`src/rtl/mmfc_pkg.sv`:
```
// Shared types and constants for the mount motion and fault controller.
`default_nettype none
package mmfc_pkg;

    typedef enum logic [2:0] {
        MODE_STOP      = 3'd0,
        MODE_DOWN      = 3'd1,
        MODE_UP        = 3'd2,
        MODE_RIGHT     = 3'd3,
        MODE_LEFT      = 3'd4,
        MODE_AUTO_UP   = 3'd5,
        MODE_AUTO_DOWN = 3'd6,
        MODE_FAULT     = 3'd7
    } mode_t;

    typedef enum logic [2:0] {
        DRV_STOP  = 3'd0,
        DRV_UP    = 3'd1,
        DRV_DOWN  = 3'd2,
        DRV_LEFT  = 3'd3,
        DRV_RIGHT = 3'd4
    } drive_t;

    typedef enum logic [3:0] {
        EV_NONE      = 4'd0,
        EV_FAULT     = 4'd1,
        EV_TOP       = 4'd2,
        EV_BOTTOM    = 4'd3,
        EV_LEFT_LIM  = 4'd4,
        EV_RIGHT_LIM = 4'd5,
        EV_TV_ON     = 4'd6,
        EV_TV_OFF    = 4'd7,
        EV_BTN_UP    = 4'd8,
        EV_BTN_DOWN  = 4'd9,
        EV_BTN_LEFT  = 4'd10,
        EV_BTN_RIGHT = 4'd11
    } event_t;

    typedef enum logic [2:0] {
        CFG_UP_LIM    = 3'd0,
        CFG_DOWN_LIM  = 3'd1,
        CFG_LEFT_LIM  = 3'd2,
        CFG_RIGHT_LIM = 3'd3,
        CFG_OVER_MS   = 3'd4,
        CFG_ZERO_MS   = 3'd5,
        CFG_TV_MS     = 3'd6,
        CFG_HOLD_MS   = 3'd7
    } cfg_idx_t;

    localparam logic [3:0] BTN_UP    = 4'd8;
    localparam logic [3:0] BTN_DOWN  = 4'd4;
    localparam logic [3:0] BTN_LEFT  = 4'd2;
    localparam logic [3:0] BTN_RIGHT = 4'd1;

    localparam logic [9:0] ZERO_CURRENT_LEVEL = 10'd2;

    localparam int IN_BYTES  = 8;
    localparam int OUT_BYTES = 2;

    typedef struct packed {
        logic [9:0]  up_lim;
        logic [9:0]  down_lim;
        logic [9:0]  left_lim;
        logic [9:0]  right_lim;
        logic [15:0] over_ms;
        logic [15:0] zero_ms;
        logic [15:0] tv_ms;
        logic [15:0] hold_ms;
    } cfg_t;

    typedef struct packed {
        logic [31:0] now_ms;
        logic [9:0]  vertical_current;
        logic [9:0]  horizontal_current;
        logic        up_allowed;
        logic        down_allowed;
        logic        left_allowed;
        logic        right_allowed;
        logic        near_wall;
        logic        tv_level;
        logic        button_valid;
        logic [3:0]  button_code;
    } item_t;

    typedef struct packed {
        mode_t  mode;
        drive_t drive;
        logic   slow_duty;
        logic   restart_pulse;
        logic   fault_lamp;
        event_t event_code;
        logic   entered_ok;
    } result_t;

endpackage
`default_nettype wire

```
`src/rtl/mmfc_detect.sv`:
```
// Event detectors: overcurrent and zero-current timers, limit edges, TV debounce, remote.
`default_nettype none
module mmfc_detect (
    input  wire logic            aclk,
    input  wire logic            aresetn,
    input  wire logic            en,
    input  wire mmfc_pkg::item_t item,
    input  wire mmfc_pkg::mode_t mode,
    input  wire mmfc_pkg::cfg_t  cfg,
    output mmfc_pkg::event_t     event_code
);

    logic        vert_armed_reg, vert_armed_next;
    logic [31:0] vert_start_reg, vert_start_next;
    logic        horiz_armed_reg, horiz_armed_next;
    logic [31:0] horiz_start_reg, horiz_start_next;
    logic        zero_armed_reg, zero_armed_next;
    logic [31:0] zero_start_reg, zero_start_next;
    logic        tv_armed_reg, tv_armed_next;
    logic [31:0] tv_start_reg, tv_start_next;
    logic        tv_settled_reg, tv_settled_next;
    logic [2:0]  prev_allowed_reg;
    logic        primed_reg;

    logic        vert_mode, horiz_mode, zero_mode;
    logic [9:0]  v_lim, h_lim;
    logic [31:0] v_el, h_el, z_el, t_el;
    logic        v_fire, h_fire, z_fire, t_fire;
    logic [2:0]  cur_allowed, prev_eff;
    logic        tv_ref;
    logic        top_ev, left_ev, right_ev;
    mmfc_pkg::event_t btn_ev;

    always_comb begin
        vert_mode = (mode == mmfc_pkg::MODE_DOWN) || (mode == mmfc_pkg::MODE_UP) ||
                    (mode == mmfc_pkg::MODE_AUTO_UP) || (mode == mmfc_pkg::MODE_AUTO_DOWN);
        horiz_mode = (mode == mmfc_pkg::MODE_RIGHT) || (mode == mmfc_pkg::MODE_LEFT);
        zero_mode = (mode == mmfc_pkg::MODE_DOWN) || (mode == mmfc_pkg::MODE_AUTO_DOWN);
        v_lim = ((mode == mmfc_pkg::MODE_UP) || (mode == mmfc_pkg::MODE_AUTO_UP)) ?
                cfg.up_lim : cfg.down_lim;
        h_lim = (mode == mmfc_pkg::MODE_RIGHT) ? cfg.right_lim : cfg.left_lim;
        v_el = item.now_ms - vert_start_reg;
        h_el = item.now_ms - horiz_start_reg;
        z_el = item.now_ms - zero_start_reg;
        t_el = item.now_ms - tv_start_reg;

        // Vertical overcurrent timer.
        vert_armed_next = vert_armed_reg;
        vert_start_next = vert_start_reg;
        v_fire = 1'b0;
        if (!vert_mode) begin
            vert_armed_next = 1'b0;
        end else if (item.vertical_current >= v_lim) begin
            if (!vert_armed_reg) begin
                vert_armed_next = 1'b1;
                vert_start_next = item.now_ms;
            end else if (v_el > {16'd0, cfg.over_ms}) begin
                vert_armed_next = 1'b0;
                v_fire = 1'b1;
            end
        end

        // Horizontal overcurrent timer.
        horiz_armed_next = horiz_armed_reg;
        horiz_start_next = horiz_start_reg;
        h_fire = 1'b0;
        if (!horiz_mode) begin
            horiz_armed_next = 1'b0;
        end else if (item.horizontal_current >= h_lim) begin
            if (!horiz_armed_reg) begin
                horiz_armed_next = 1'b1;
                horiz_start_next = item.now_ms;
            end else if (h_el > {16'd0, cfg.over_ms}) begin
                horiz_armed_next = 1'b0;
                h_fire = 1'b1;
            end
        end

        // Bottom detection by sustained near-zero current while moving down.
        zero_armed_next = zero_armed_reg;
        zero_start_next = zero_start_reg;
        z_fire = 1'b0;
        if (!zero_mode) begin
            zero_armed_next = 1'b0;
        end else if (item.vertical_current <= mmfc_pkg::ZERO_CURRENT_LEVEL) begin
            if (!zero_armed_reg) begin
                zero_armed_next = 1'b1;
                zero_start_next = item.now_ms;
            end else if (z_el > {16'd0, cfg.zero_ms}) begin
                zero_armed_next = 1'b0;
                z_fire = 1'b1;
            end
        end

        // The first item after reset seeds the edge and TV references.
        cur_allowed = {item.right_allowed, item.left_allowed, item.up_allowed};
        prev_eff = primed_reg ? prev_allowed_reg : cur_allowed;
        tv_ref = primed_reg ? tv_settled_reg : item.tv_level;
        top_ev = !item.up_allowed && prev_eff[0];
        left_ev = !item.left_allowed && prev_eff[1];
        right_ev = !item.right_allowed && prev_eff[2];

        tv_armed_next = tv_armed_reg;
        tv_start_next = tv_start_reg;
        tv_settled_next = tv_ref;
        t_fire = 1'b0;
        if (item.tv_level != tv_ref) begin
            if (!tv_armed_reg) begin
                tv_armed_next = 1'b1;
                tv_start_next = item.now_ms;
            end else if (t_el > {16'd0, cfg.tv_ms}) begin
                t_fire = 1'b1;
                tv_settled_next = item.tv_level;
                tv_armed_next = 1'b0;
            end
        end else begin
            tv_armed_next = 1'b0;
        end

        btn_ev = mmfc_pkg::EV_NONE;
        if (item.button_valid) begin
            priority case (item.button_code)
                mmfc_pkg::BTN_UP:    btn_ev = mmfc_pkg::EV_BTN_UP;
                mmfc_pkg::BTN_DOWN:  btn_ev = mmfc_pkg::EV_BTN_DOWN;
                mmfc_pkg::BTN_LEFT:  btn_ev = mmfc_pkg::EV_BTN_LEFT;
                mmfc_pkg::BTN_RIGHT: btn_ev = mmfc_pkg::EV_BTN_RIGHT;
                default:             btn_ev = mmfc_pkg::EV_NONE;
            endcase
        end

        priority if (v_fire || h_fire) begin
            event_code = mmfc_pkg::EV_FAULT;
        end else if (top_ev) begin
            event_code = mmfc_pkg::EV_TOP;
        end else if (z_fire) begin
            event_code = mmfc_pkg::EV_BOTTOM;
        end else if (left_ev) begin
            event_code = mmfc_pkg::EV_LEFT_LIM;
        end else if (right_ev) begin
            event_code = mmfc_pkg::EV_RIGHT_LIM;
        end else if (t_fire) begin
            event_code = item.tv_level ? mmfc_pkg::EV_TV_ON : mmfc_pkg::EV_TV_OFF;
        end else begin
            event_code = btn_ev;
        end
    end

    always_ff @(posedge aclk) begin
        if (!aresetn) begin
            vert_armed_reg <= 1'b0;
            horiz_armed_reg <= 1'b0;
            zero_armed_reg <= 1'b0;
            tv_armed_reg <= 1'b0;
            primed_reg <= 1'b0;
        end else if (en) begin
            vert_armed_reg <= vert_armed_next;
            horiz_armed_reg <= horiz_armed_next;
            zero_armed_reg <= zero_armed_next;
            tv_armed_reg <= tv_armed_next;
            primed_reg <= 1'b1;
        end
    end

    always_ff @(posedge aclk) begin
        if (en) begin
            vert_start_reg <= vert_start_next;
            horiz_start_reg <= horiz_start_next;
            zero_start_reg <= zero_start_next;
            tv_start_reg <= tv_start_next;
            tv_settled_reg <= tv_settled_next;
            prev_allowed_reg <= cur_allowed;
        end
    end

endmodule
`default_nettype wire

```
`src/rtl/mmfc_mode.sv`:
```
// Mode transition table, entry checks, fault hold timer and result formation.
`default_nettype none
module mmfc_mode (
    input  wire logic             aclk,
    input  wire logic             aresetn,
    input  wire logic             en,
    input  wire mmfc_pkg::item_t  item,
    input  wire mmfc_pkg::event_t event_code,
    input  wire mmfc_pkg::cfg_t   cfg,
    output mmfc_pkg::mode_t       mode,
    output mmfc_pkg::result_t     result
);

    mmfc_pkg::mode_t mode_reg, mode_next;
    logic [31:0]     release_reg, release_next;
    logic [31:0]     remain;
    mmfc_pkg::mode_t want;
    mmfc_pkg::drive_t drive;
    logic            slow;

    function automatic mmfc_pkg::mode_t table_next(input mmfc_pkg::mode_t m,
                                                   input mmfc_pkg::event_t ev);
        mmfc_pkg::mode_t r;
        r = mmfc_pkg::MODE_STOP;
        unique case (m)
            mmfc_pkg::MODE_STOP: begin
                priority case (ev)
                    mmfc_pkg::EV_TV_OFF:    r = mmfc_pkg::MODE_AUTO_UP;
                    mmfc_pkg::EV_BTN_UP:    r = mmfc_pkg::MODE_UP;
                    mmfc_pkg::EV_TV_ON:     r = mmfc_pkg::MODE_AUTO_DOWN;
                    mmfc_pkg::EV_BTN_DOWN:  r = mmfc_pkg::MODE_DOWN;
                    mmfc_pkg::EV_BTN_LEFT:  r = mmfc_pkg::MODE_LEFT;
                    mmfc_pkg::EV_BTN_RIGHT: r = mmfc_pkg::MODE_RIGHT;
                    default:                r = mmfc_pkg::MODE_STOP;
                endcase
            end
            mmfc_pkg::MODE_DOWN: begin
                priority case (ev)
                    mmfc_pkg::EV_FAULT:    r = mmfc_pkg::MODE_FAULT;
                    mmfc_pkg::EV_TV_OFF:   r = mmfc_pkg::MODE_AUTO_UP;
                    mmfc_pkg::EV_BTN_DOWN: r = mmfc_pkg::MODE_DOWN;
                    default:               r = mmfc_pkg::MODE_STOP;
                endcase
            end
            mmfc_pkg::MODE_UP: begin
                priority case (ev)
                    mmfc_pkg::EV_FAULT:  r = mmfc_pkg::MODE_FAULT;
                    mmfc_pkg::EV_BTN_UP: r = mmfc_pkg::MODE_UP;
                    default:             r = mmfc_pkg::MODE_STOP;
                endcase
            end
            mmfc_pkg::MODE_RIGHT: begin
                priority case (ev)
                    mmfc_pkg::EV_FAULT:     r = mmfc_pkg::MODE_FAULT;
                    mmfc_pkg::EV_BTN_RIGHT: r = mmfc_pkg::MODE_RIGHT;
                    default:                r = mmfc_pkg::MODE_STOP;
                endcase
            end
            mmfc_pkg::MODE_LEFT: begin
                priority case (ev)
                    mmfc_pkg::EV_FAULT:    r = mmfc_pkg::MODE_FAULT;
                    mmfc_pkg::EV_BTN_LEFT: r = mmfc_pkg::MODE_LEFT;
                    default:               r = mmfc_pkg::MODE_STOP;
                endcase
            end
            mmfc_pkg::MODE_AUTO_UP: begin
                priority case (ev)
                    mmfc_pkg::EV_NONE:   r = mmfc_pkg::MODE_AUTO_UP;
                    mmfc_pkg::EV_TV_OFF: r = mmfc_pkg::MODE_AUTO_UP;
                    mmfc_pkg::EV_FAULT:  r = mmfc_pkg::MODE_FAULT;
                    mmfc_pkg::EV_TV_ON:  r = mmfc_pkg::MODE_AUTO_DOWN;
                    default:             r = mmfc_pkg::MODE_STOP;
                endcase
            end
            mmfc_pkg::MODE_AUTO_DOWN: begin
                priority case (ev)
                    mmfc_pkg::EV_NONE:   r = mmfc_pkg::MODE_AUTO_DOWN;
                    mmfc_pkg::EV_TV_ON:  r = mmfc_pkg::MODE_AUTO_DOWN;
                    mmfc_pkg::EV_FAULT:  r = mmfc_pkg::MODE_FAULT;
                    mmfc_pkg::EV_TV_OFF: r = mmfc_pkg::MODE_AUTO_UP;
                    default:             r = mmfc_pkg::MODE_STOP;
                endcase
            end
            mmfc_pkg::MODE_FAULT: r = mmfc_pkg::MODE_STOP;
        endcase
        return r;
    endfunction

    always_comb begin
        // The fault hold lasts while the release time is still ahead by less than half the wrap.
        remain = release_reg - item.now_ms;
        if (mode_reg == mmfc_pkg::MODE_FAULT) begin
            want = ((remain != 32'd0) && !remain[31]) ? mmfc_pkg::MODE_FAULT :
                   mmfc_pkg::MODE_STOP;
        end else begin
            want = table_next(mode_reg, event_code);
        end

        mode_next = mmfc_pkg::MODE_STOP;
        drive = mmfc_pkg::DRV_STOP;
        slow = 1'b0;
        release_next = release_reg;
        unique case (want)
            mmfc_pkg::MODE_DOWN, mmfc_pkg::MODE_AUTO_DOWN: begin
                if (item.down_allowed) begin
                    mode_next = want;
                    drive = mmfc_pkg::DRV_DOWN;
                    slow = item.near_wall;
                end
            end
            mmfc_pkg::MODE_UP, mmfc_pkg::MODE_AUTO_UP: begin
                if (item.up_allowed) begin
                    mode_next = want;
                    drive = mmfc_pkg::DRV_UP;
                    slow = item.near_wall;
                end
            end
            mmfc_pkg::MODE_RIGHT: begin
                if (item.right_allowed) begin
                    mode_next = want;
                    drive = mmfc_pkg::DRV_RIGHT;
                end
            end
            mmfc_pkg::MODE_LEFT: begin
                if (item.left_allowed) begin
                    mode_next = want;
                    drive = mmfc_pkg::DRV_LEFT;
                end
            end
            mmfc_pkg::MODE_FAULT: begin
                if (mode_reg != mmfc_pkg::MODE_FAULT) begin
                    release_next = item.now_ms + {16'd0, cfg.hold_ms};
                end
                mode_next = mmfc_pkg::MODE_FAULT;
            end
            mmfc_pkg::MODE_STOP: mode_next = mmfc_pkg::MODE_STOP;
        endcase

        result.mode = mode_next;
        result.drive = drive;
        result.slow_duty = slow;
        result.restart_pulse = (mode_next != mmfc_pkg::MODE_STOP) &&
                               (mode_next != mmfc_pkg::MODE_FAULT) &&
                               (mode_next != mode_reg);
        result.fault_lamp = (mode_next == mmfc_pkg::MODE_FAULT);
        result.event_code = event_code;
        result.entered_ok = (mode_next == want);
    end

    assign mode = mode_reg;

    always_ff @(posedge aclk) begin
        if (!aresetn) begin
            mode_reg <= mmfc_pkg::MODE_STOP;
            release_reg <= 32'd0;
        end else if (en) begin
            mode_reg <= mode_next;
            release_reg <= release_next;
        end
    end

endmodule
`default_nettype wire

```
`src/rtl/mount_motion_fault_controller.sv`:
```
// A request accepted into the input register passes to the output register once the output is free.
// Throughput: one request per cycle unless the output stalls; the input register refills whenever the result moves on.
// The mode and detector state feed back through compare and subtract logic.
// Reset (aresetn low, synchronous): both channels empty, mode stopped, timers disarmed,
// configuration back to its defaults; TV and permit references load from the next request.
`default_nettype none
module mount_motion_fault_controller (
    input  wire logic                    aclk,
    input  wire logic                    aresetn,
    input  wire logic                    s_tvalid,
    output logic                         s_tready,
    // now_ms[31:0], vertical_current[41:32], horizontal_current[51:42], up_allowed[52],
    // down_allowed[53], left_allowed[54], right_allowed[55], near_wall[56], tv_level[57],
    // button_valid[58], button_code[62:59], zero[63]
    input  wire logic [8*mmfc_pkg::IN_BYTES-1:0]  s_tdata,
    output logic                         m_tvalid,
    input  wire logic                    m_tready,
    // mode[2:0], drive[5:3], slow_duty[6], restart_pulse[7], fault_lamp[8],
    // event_code[12:9], entered_ok[13], zero[15:14]
    output logic [8*mmfc_pkg::OUT_BYTES-1:0] m_tdata,
    input  wire logic                    cfg_wr_en,
    input  wire logic [2:0]              cfg_index,
    input  wire logic [15:0]             cfg_wdata
);

    mmfc_pkg::cfg_t    cfg_reg;
    mmfc_pkg::item_t   item_reg, item_in;
    logic              in_vld_reg;
    logic              out_vld_reg;
    mmfc_pkg::result_t out_reg;
    mmfc_pkg::result_t result;
    mmfc_pkg::event_t  event_code;
    mmfc_pkg::mode_t   mode;
    logic              advance;

    always_comb begin
        item_in.now_ms = s_tdata[31:0];
        item_in.vertical_current = s_tdata[41:32];
        item_in.horizontal_current = s_tdata[51:42];
        item_in.up_allowed = s_tdata[52];
        item_in.down_allowed = s_tdata[53];
        item_in.left_allowed = s_tdata[54];
        item_in.right_allowed = s_tdata[55];
        item_in.near_wall = s_tdata[56];
        item_in.tv_level = s_tdata[57];
        item_in.button_valid = s_tdata[58];
        item_in.button_code = s_tdata[62:59];
    end

    assign advance = in_vld_reg && (!out_vld_reg || m_tready);
    assign s_tready = !in_vld_reg || advance;

    always_ff @(posedge aclk) begin
        if (!aresetn) begin
            cfg_reg.up_lim <= 10'd1023;
            cfg_reg.down_lim <= 10'd1023;
            cfg_reg.left_lim <= 10'd1023;
            cfg_reg.right_lim <= 10'd1023;
            cfg_reg.over_ms <= 16'd500;
            cfg_reg.zero_ms <= 16'd500;
            cfg_reg.tv_ms <= 16'd1000;
            cfg_reg.hold_ms <= 16'd5000;
        end else if (cfg_wr_en) begin
            unique case (mmfc_pkg::cfg_idx_t'(cfg_index))
                mmfc_pkg::CFG_UP_LIM:    cfg_reg.up_lim <= cfg_wdata[9:0];
                mmfc_pkg::CFG_DOWN_LIM:  cfg_reg.down_lim <= cfg_wdata[9:0];
                mmfc_pkg::CFG_LEFT_LIM:  cfg_reg.left_lim <= cfg_wdata[9:0];
                mmfc_pkg::CFG_RIGHT_LIM: cfg_reg.right_lim <= cfg_wdata[9:0];
                mmfc_pkg::CFG_OVER_MS:   cfg_reg.over_ms <= cfg_wdata;
                mmfc_pkg::CFG_ZERO_MS:   cfg_reg.zero_ms <= cfg_wdata;
                mmfc_pkg::CFG_TV_MS:     cfg_reg.tv_ms <= cfg_wdata;
                mmfc_pkg::CFG_HOLD_MS:   cfg_reg.hold_ms <= cfg_wdata;
            endcase
        end
    end

    always_ff @(posedge aclk) begin
        if (!aresetn) begin
            in_vld_reg <= 1'b0;
            out_vld_reg <= 1'b0;
        end else begin
            if (s_tvalid && s_tready) begin
                in_vld_reg <= 1'b1;
            end else if (advance) begin
                in_vld_reg <= 1'b0;
            end
            if (advance) begin
                out_vld_reg <= 1'b1;
            end else if (m_tready) begin
                out_vld_reg <= 1'b0;
            end
        end
    end

    always_ff @(posedge aclk) begin
        if (s_tvalid && s_tready) begin
            item_reg <= item_in;
        end
        if (advance) begin
            out_reg <= result;
        end
    end

    mmfc_detect u_detect (
        .aclk       (aclk),
        .aresetn    (aresetn),
        .en         (advance),
        .item       (item_reg),
        .mode       (mode),
        .cfg        (cfg_reg),
        .event_code (event_code)
    );

    mmfc_mode u_mode (
        .aclk       (aclk),
        .aresetn    (aresetn),
        .en         (advance),
        .item       (item_reg),
        .event_code (event_code),
        .cfg        (cfg_reg),
        .mode       (mode),
        .result     (result)
    );

    assign m_tvalid = out_vld_reg;
    assign m_tdata = {2'b00, out_reg.entered_ok, out_reg.event_code, out_reg.fault_lamp,
                      out_reg.restart_pulse, out_reg.slow_duty, out_reg.drive, out_reg.mode};

endmodule
`default_nettype wire

```
`config.mk`:
```
export PLATFORM = sky130hd
export DESIGN_NAME = mount_motion_fault_controller
export DESIGN_NICKNAME = d
export VERILOG_FILES = /design/src/rtl/mmfc_pkg.sv /design/src/rtl/mmfc_detect.sv /design/src/rtl/mmfc_mode.sv /design/src/rtl/mount_motion_fault_controller.sv
export SDC_FILE = /design/constraint.sdc
export NUM_CORES = 1
export LEC_CHECK = 0
export CORE_MARGIN = 8
export CORE_UTILIZATION = 59
export DETAILED_ROUTE_END_ITERATION = 8
export DONT_BUFFER_PORTS = 1
export PLACE_DENSITY = 0.87
export SYNTH_ARGS = -nofsm -noshare
export SYNTH_HDL_FRONTEND = slang
export SYNTH_HIERARCHICAL = 1
export SYNTH_SLANG_ARGS = --single-unit
```
`constraint.sdc`:
```
create_clock -name aclk -period 8 [get_ports aclk]
set_clock_uncertainty 0.15 [all_clocks]
set_input_delay 1.2 -clock aclk [delete_from_list [all_inputs] [get_ports aclk]]
set_output_delay 1.2 -clock aclk [all_outputs]
set_load 0.05 [all_outputs]
```
==> reports/qor.log, run 1 <==
[worst_setup_path] cell depth of the worst flop-to-flop path 34
[route] routed length per placed instance 21.8 µm
[timing] Final Worst Setup Slack 0.116 ns
[logic_synthesis] number of flip-flops and latches in the synthesized netlist 355
[timing] Highest Clock Rate 127 MHz
[finish] share of cells above drive strength 1 0.101
[timing] count of endpoints failing setup in the final report 0
[power_and_ir_drop] worst vdd ir 203 µV
[route] total wirelength of the detailed-routed design 79200 µm
[placement] input/output buffers 0
[clock_tree] hold buffer count at cts 0
[clock_tree] clock tree from TritonCTS yes
[finish] FF+latch area 9200 µm²
[worst_hold_path] startpoint of the tightest hold check path cfg_reg[63]
[floorplanning] number of cell rows 77
[finish] number of nets in the layout 3359
[logic_synthesis] post-synthesis sequential area ratio 0.346
[route] vias per cell 6.53
[status] run status finished clean
[placement] cell area after placement 27600 µm²
[finish] combined area of the multi-input logic cells 16100 µm²
[clock_tree] clock transition at the register clock pins on the worst setup and hold paths after CTS 0.06 ns
[route] number of design-rule violations left by the first detailed-router iteration 1983
[placement] worst-case setup slack after placement -0.153 ns
[logic_synthesis] Syn. warnings 6
[power_and_ir_drop] Leak 12.5 nW
[clock_tree] number of H-tree levels 2
[flow_run] max-cap check violation count 0
[clock_tree] clock tree sinks 355
[worst_setup_path] Startpoint Class flip-flop
[logic_synthesis] number of flops mapped to enable cells by yosys 209
[clock_tree] number of clock buffers inserted by TritonCTS 40
[timing] fin crit period 7.88 ns
[route] router iterations before antenna repair 6
[logic_synthesis] Mean Syn Cell Area 8.97 µm²
[floorplanning] top-level port count 106
[timing] unrepaired setup endpoints after global routing true
[worst_setup_path] launching instance or port of the critical path item_reg[31]
[route] vias after detailed routing 23800
[logic_synthesis] cell count after synthesis 2963
[logic_synthesis] library cells used by synthesis 115
[logic_synthesis] cells taking the most area after synthesis sky130_fd_sc_hd__edfxtp_1 (24%), sky130_fd_sc_hd__ha_1 (12%), sky130_fd_sc_hd__dfxtp_1 (11%)
[floorplanning] die area 52100 µm²
[placement] RePlAce Congestion 1.01
[grt] global route overflow 0
[logic_synthesis] area leader, netlist sky130_fd_sc_hd__edfxtp_1
[timing] Fin. Hold Viols 0
[timing] Worst-Margin Slew 1.20 ns
[worst_setup_path] Most Frequent Cell on Critical Path sky130_fd_sc_hd__nand2_1
[finish] final-layout fill cell count 3493
[grt] antenna violations before repair 7
[worst_hold_path] kind of path behind the tightest hold check reg2reg
[worst_setup_path] maximum fanout encountered on the critical timing path 5
[grt] vias in the first global route 23500
[clock_tree] clock insertion delay at the later pin of the skew report 0.59 ns
[timing] worst-case headroom to the max-slew limit 0.202
[floorplanning] starting utilization of the core area 0.599
[floorplanning] die extent in x 228 µm
[worst_setup_path] Arrival @ worst endpoint 8.07 ns
[floorplanning] Die Y 228 µm
[grt] pin count of the biggest net entering global routing 168
[finish] Largest register FFs 104
[worst_setup_path] kind of capture point of the worst setup path flip-flop
[route] DRC 0
[logic_synthesis] top flip-flop cell by instance count after synthesis sky130_fd_sc_hd__edfxtp_1
[timing] crit share post-route 0.985
[logic_synthesis] area of the mapped netlist 26600 µm²
[clock_tree] cell at the root of the clock tree sky130_fd_sc_hd__clkbuf_16
[grt] first-pass GRT wire length 124000 µm
[worst_setup_path] Crit-path slowest cell sky130_fd_sc_hd__or4_4
[logic_synthesis] post-synthesis async set-or-reset flop share 0
[worst_setup_path] worst path required time 8.18 ns
[worst_hold_path] Hold Path Stages 2
[grt] total global-route track usage 0.288
[logic_synthesis] top cells by instance count after synthesis sky130_fd_sc_hd__inv_1 (273), sky130_fd_sc_hd__ha_1 (255), sky130_fd_sc_hd__nand2_1 (244), sky130_fd_sc_hd__a21oi_1 (227), sky130_fd_sc_hd__edfxtp_1 (209)
[power_and_ir_drop] power density over the cells 159 nW/µm²
[route] final antenna-violating net count 0
[worst_setup_path] reg2reg start item_reg[31]
[worst_setup_path] Crit path largest cell delay 0.65 ns
[placement] sum of net half-perimeters after detailed placement 58900 µm
[timing] Slew Limit Fails 0
[finish] post-route standard cell area excluding fillers 29400 µm²
[finish] layout overhead on the synthesized area 10.5%
[floorplanning] area of the core 44300 µm²
[worst_setup_path] Setup CP Type reg2reg
[logic_synthesis] fraction of post-synthesis cell area in the top cell type by area 0.236
[logic_synthesis] cell with the most instances after synthesis sky130_fd_sc_hd__inv_1
[clock_tree] Max Buffers Root-to-Sink 3
[layer usage]
layer / global-route usage / wire (µm) / share of wire / up-vias
met3: 0.0498 / 5320 / 0.067 / 284
met4: 0.147 / 3890 / 0.049 / 6
met2: 0.500 / 38400 / 0.49 / 1041
met5: 0 / 35 / 0.00044 / -
met1: 0.339 / 31500 / 0.40 / 11500
li1: - / - / - / 10900
[area by class of cell]
cell class	instances	share of cell area
tap	592	0.0252
inverter	274	0.0350
antenna	4	0.000341
clock inverter	15	0.00533
timing repair buffer	118	0.0310
clock buffer	58	0.0402
sequential	355	0.313
multi-input combinational	2221	0.550
[worst max-delay path: cells and delay by family (launching register included)]
kind                     cells  cell delay (ns)
AO/OA/AOI/OAI               15             2.99
XOR/XNOR                     1             0.22
adder cells (fa/ha/maj)      3             0.89
buffers and inverters        2             0.23
flip-flops                   1             0.37
AND/OR/NAND/NOR             13             2.75
[final timing paths]
path	endpoint	slack (ns)
worst max-delay path	m_tdata[7]	0.12
worst min-delay path	cfg_reg[63]	0.31
worst max register to register	m_tdata[7]	0.12
worst min register to register	cfg_reg[63]	0.31
[cell families after synthesis]
family / after synthesis / synth area share
other cells: 1 / 0.000141
xor+xnor: 117 / 0.0386
simple gates: 907 / 0.178
buf+inv: 388 / 0.0588
mux: 161 / 0.0610
fa+ha+maj: 261 / 0.125
flops: 355 / 0.346
compound gates: 773 / 0.193
[repair_timing]
item                                    in CTS  in global routing
cloned                                       0                  0
pin swaps                                    2                 30
endpoints found under the setup margin      37                 44
setup buffers                                1                 14
gates resized for setup                      9                 59
[cell usage in the layout, fill, tap and decap left out, types with 18 or more instances in the layout]
| master | instances |
|---|---|
| sky130_fd_sc_hd__nor2b_1 | 120 |
| sky130_fd_sc_hd__and3_1 | 20 |
| sky130_fd_sc_hd__nand2_1 | 243 |
| sky130_fd_sc_hd__clkbuf_16 | 42 |
| sky130_fd_sc_hd__or3_1 | 23 |
| sky130_fd_sc_hd__dfxtp_1 | 146 |
| sky130_fd_sc_hd__xnor2_1 | 75 |
| sky130_fd_sc_hd__edfxtp_1 | 209 |
| sky130_fd_sc_hd__a21o_1 | 52 |
| sky130_fd_sc_hd__o21ai_0 | 139 |
| sky130_fd_sc_hd__nand4_1 | 48 |
| sky130_fd_sc_hd__buf_4 | 116 |
| sky130_fd_sc_hd__ha_1 | 250 |
| sky130_fd_sc_hd__o31ai_1 | 18 |
| sky130_fd_sc_hd__o211ai_1 | 29 |
| sky130_fd_sc_hd__o22ai_1 | 21 |
| sky130_fd_sc_hd__nor3_1 | 59 |
| sky130_fd_sc_hd__nand3_1 | 72 |
| sky130_fd_sc_hd__inv_1 | 272 |
| sky130_fd_sc_hd__o21a_1 | 52 |
| sky130_fd_sc_hd__a21oi_1 | 216 |
| sky130_fd_sc_hd__mux2i_1 | 153 |
| sky130_fd_sc_hd__a211oi_1 | 24 |
| sky130_fd_sc_hd__nor4_1 | 18 |
| sky130_fd_sc_hd__xor2_1 | 42 |
| sky130_fd_sc_hd__nor2_1 | 141 |
| sky130_fd_sc_hd__nand2b_1 | 29 |
[per-stage QoR]
step                      setup TNS, ns  instances  hold slack, ns  total power [mW]  utilization
after floorplan                       0       2964           0.285              2.59            -
after global placement                0       3545           0.296              2.77        0.623
after detailed placement          -2.02       3545           0.299              2.79        0.623
after CTS                             0       3619           0.309              4.65        0.655
after global routing              -1.95       3634           0.334              4.83        0.662
final                                 0       3637           0.308              4.67        0.663
[power by group]
part | internal, mW | total, mW | switching (mW)
registers | 1.98 | 2.03 | 0.0512
logic | 0.310 | 0.779 | 0.468
clock network | 1.07 | 1.87 | 0.800
Power figures use the tool's default switching activity.
==> inputs of run 2 (changes only) <==
RECOVER_POWER = 25   (was default)
==> run 2 against run 1 <==
Clock-buffer cell count unchanged. Wire length about the same. Combinational power about the same. Final cell count about the same. Via count decreased by 0.59%. Largest power group unchanged. Highest routed layer unchanged.
==> reports/qor.log, run 2 (synthesis gave the netlist of run 1 again) <==
[timing] crit share post-route 0.986
[clock_tree] clock insertion delay at the later pin of the skew report 0.60 ns
[status] run status finished clean
[finish] commonest cells after routing, fill and taps aside sky130_fd_sc_hd__inv_1 (272), sky130_fd_sc_hd__ha_1 (250), sky130_fd_sc_hd__nand2_1 (243)
[worst_setup_path] Setup CP Type reg2reg
[placement] Inst Count DP 3545
[timing] Highest Clock Rate 127 MHz
[worst_setup_path] reg2reg start item_reg[32]
[worst_setup_path] Crit-path slowest cell sky130_fd_sc_hd__or4_4
[power_and_ir_drop] power density over the cells 159 nW/µm²
[worst_setup_path] kind of capture point of the worst setup path flip-flop
[worst_setup_path] worst path required time 8.19 ns
[flow_run] max-cap check violation count 0
[route] number of design-rule violations left by the first detailed-router iteration 2030
[timing] Slew Limit Fails 0
[floorplanning] number of cell rows 77
[clock_tree] number of clock buffers inserted by TritonCTS 40
[floorplanning] starting utilization of the core area 0.599
[clock_tree] clock transition at the register clock pins on the worst setup and hold paths after CTS 0.06 ns
[finish] layout overhead on the synthesized area 10.5%
[placement] input/output buffers 0
[timing] Worst-Margin Slew 1.33 ns
[finish] number of nets in the layout 3359
[grt] global route overflow 0
[clock_tree] Max Buffers Root-to-Sink 3
[finish] share of cells above drive strength 1 0.0996
[worst_setup_path] Arrival @ worst endpoint 8.08 ns
[power_and_ir_drop] worst vdd ir 203 µV
[finish] Largest register FFs 104
[floorplanning] die extent in x 228 µm
[grt] antenna violations before repair 7
[placement] RePlAce Congestion 1.01
[finish] commonest non-fill, non-tap cell in the layout sky130_fd_sc_hd__inv_1
[worst_setup_path] flop-to-flop setup slack 0.11 ns
[placement] sum of net half-perimeters after detailed placement 58900 µm
[worst_setup_path] Startpoint Class flip-flop
[finish] final-layout fill cell count 3494
[worst_setup_path] Worst R2R End m_tdata[7]
[grt] vias in the first global route 23500
[floorplanning] top-level port count 106
[worst_setup_path] maximum fanout encountered on the critical timing path 4
[timing] fin crit period 7.89 ns
[route] DRC 0
[timing] unrepaired setup endpoints after global routing true
[timing] worst-case headroom to the max-slew limit 0.0902
[worst_setup_path] launching instance or port of the critical path item_reg[32]
[finish] number of non-filler instances in the completed layout 3638
[timing] Setup Total Neg Slack 0 ns
[worst_setup_path] worst setup path endpoint m_tdata[7]
[floorplanning] Die Y 228 µm
[clock_tree] clock tree sinks 355
[grt] pin count of the biggest net entering global routing 168
[power_and_ir_drop] Leak 12.5 nW
[timing] count of endpoints failing setup in the final report 0
[clock_tree] clock tree from TritonCTS yes
[grt] total global-route track usage 0.288
[clock_tree] hold buffer count at cts 0
[clock_tree] cell at the root of the clock tree sky130_fd_sc_hd__clkbuf_16
[route] routed length per placed instance 21.8 µm
[route] vias after detailed routing 23600
[route] vias per cell 6.49
[route] final antenna-violating net count 0
[floorplanning] die area 52100 µm²
[route] router iterations before antenna repair 6
[clock_tree] number of H-tree levels 2
[route] total wirelength of the detailed-routed design 79100 µm
[grt] first-pass GRT wire length 124000 µm
[worst_setup_path] cell depth of the worst flop-to-flop path 34
[timing] Fin. Hold Viols 0
[floorplanning] area of the core 44300 µm²
[worst_setup_path] Crit path largest cell delay 0.65 ns
[worst_hold_path] kind of path behind the tightest hold check reg2reg
==> run 2: changes by cell type in the layout (fill, tap and decap cells not counted), sizes merged <==
| cell | before | now |
|---|---|---|
| buf | 118 | 115 |
| clkbuf | 58 | 61 |
| diode | 4 | 5 |
==> run 2: worst min path at each step <==
stage,startpoint,depth (start not counted),to,slack [ns]
after detailed placement,cfg_reg[63],2,cfg_reg[63],0.30
after global routing,cfg_reg[28],2,cfg_reg[28],0.33
after global placement,cfg_reg[59],2,cfg_reg[59],0.30
final,cfg_reg[63],2,cfg_reg[63],0.31
after CTS,cfg_reg[63],2,cfg_reg[63],0.31
after floorplan,cfg_reg[18],2,cfg_reg[18],0.28
==> run 2: report_power, final <==
group	internal (mW)	total, mW	switching, mW	leakage [nW]
clock network	1.07	1.87	0.800	0.644
registers	1.98	2.03	0.0512	3.12
logic	0.309	0.779	0.469	8.74
==> run 2: area by class of cell <==
| type | count | area, µm² | share of cell area |
|---|---|---|---|
| sequential | 355 | 9200 | 0.313 |
| tap | 592 | 741 | 0.0252 |
| multi-input combinational | 2221 | 16100 | 0.550 |
| clock buffer | 58 | 1180 | 0.0402 |
| timing repair buffer | 118 | 900 | 0.0306 |
| clock inverter | 15 | 156 | 0.00533 |
| inverter | 274 | 1030 | 0.0350 |
| antenna | 5 | 12.5 | 0.000426 |
==> run 2: what timing repair did <==
| action | in CTS | in global routing |
|---|---|---|
| hold endpoints to repair | 0 | 0 |
| setup endpoints to repair | 37 | 44 |
| buffers inserted | 1 | 14 |
| resized for setup | 9 | 59 |
| pin swaps | 2 | 30 |
==> run 2: metrics by stage <==
step | area [µm²] | total power, mW | hold slack (ns) | utilization | worst slack, ns
2_1_floorplan | 26600 | 2.59 | 0.285 | - | 0.244
3_3_place_gp | 27600 | 2.77 | 0.296 | 0.623 | 0.0235
3_5_place_dp | 27600 | 2.79 | 0.299 | 0.623 | -0.153
4_1_cts | 29000 | 4.65 | 0.309 | 0.655 | 0.0325
5_1_grt | 29400 | 4.83 | 0.334 | 0.662 | -0.142
6_report | 29400 | 4.67 | 0.306 | 0.662 | 0.109
==> run 2: metal layers <==
layer | vias to the layer above | wire, µm | global-route usage
li1 | 11000 | - | -
met3 | 265 | 5300 | 0.0498
met4 | 4 | 3820 | 0.147
met5 | - | 26 | 0
met2 | 1035 | 38500 | 0.500
met1 | 11400 | 31500 | 0.339
==> run 2: critical path, delay by kind of cell (launching register included) <==
family / cells / cell delay, ns
XOR/XNOR: 1 / 0.16
flip-flops: 1 / 0.45
AND/OR/NAND/NOR: 12 / 2.69
buffers and inverters: 2 / 0.34
adder cells (fa/ha/maj): 2 / 0.62
AO/OA/AOI/OAI: 17 / 3.22
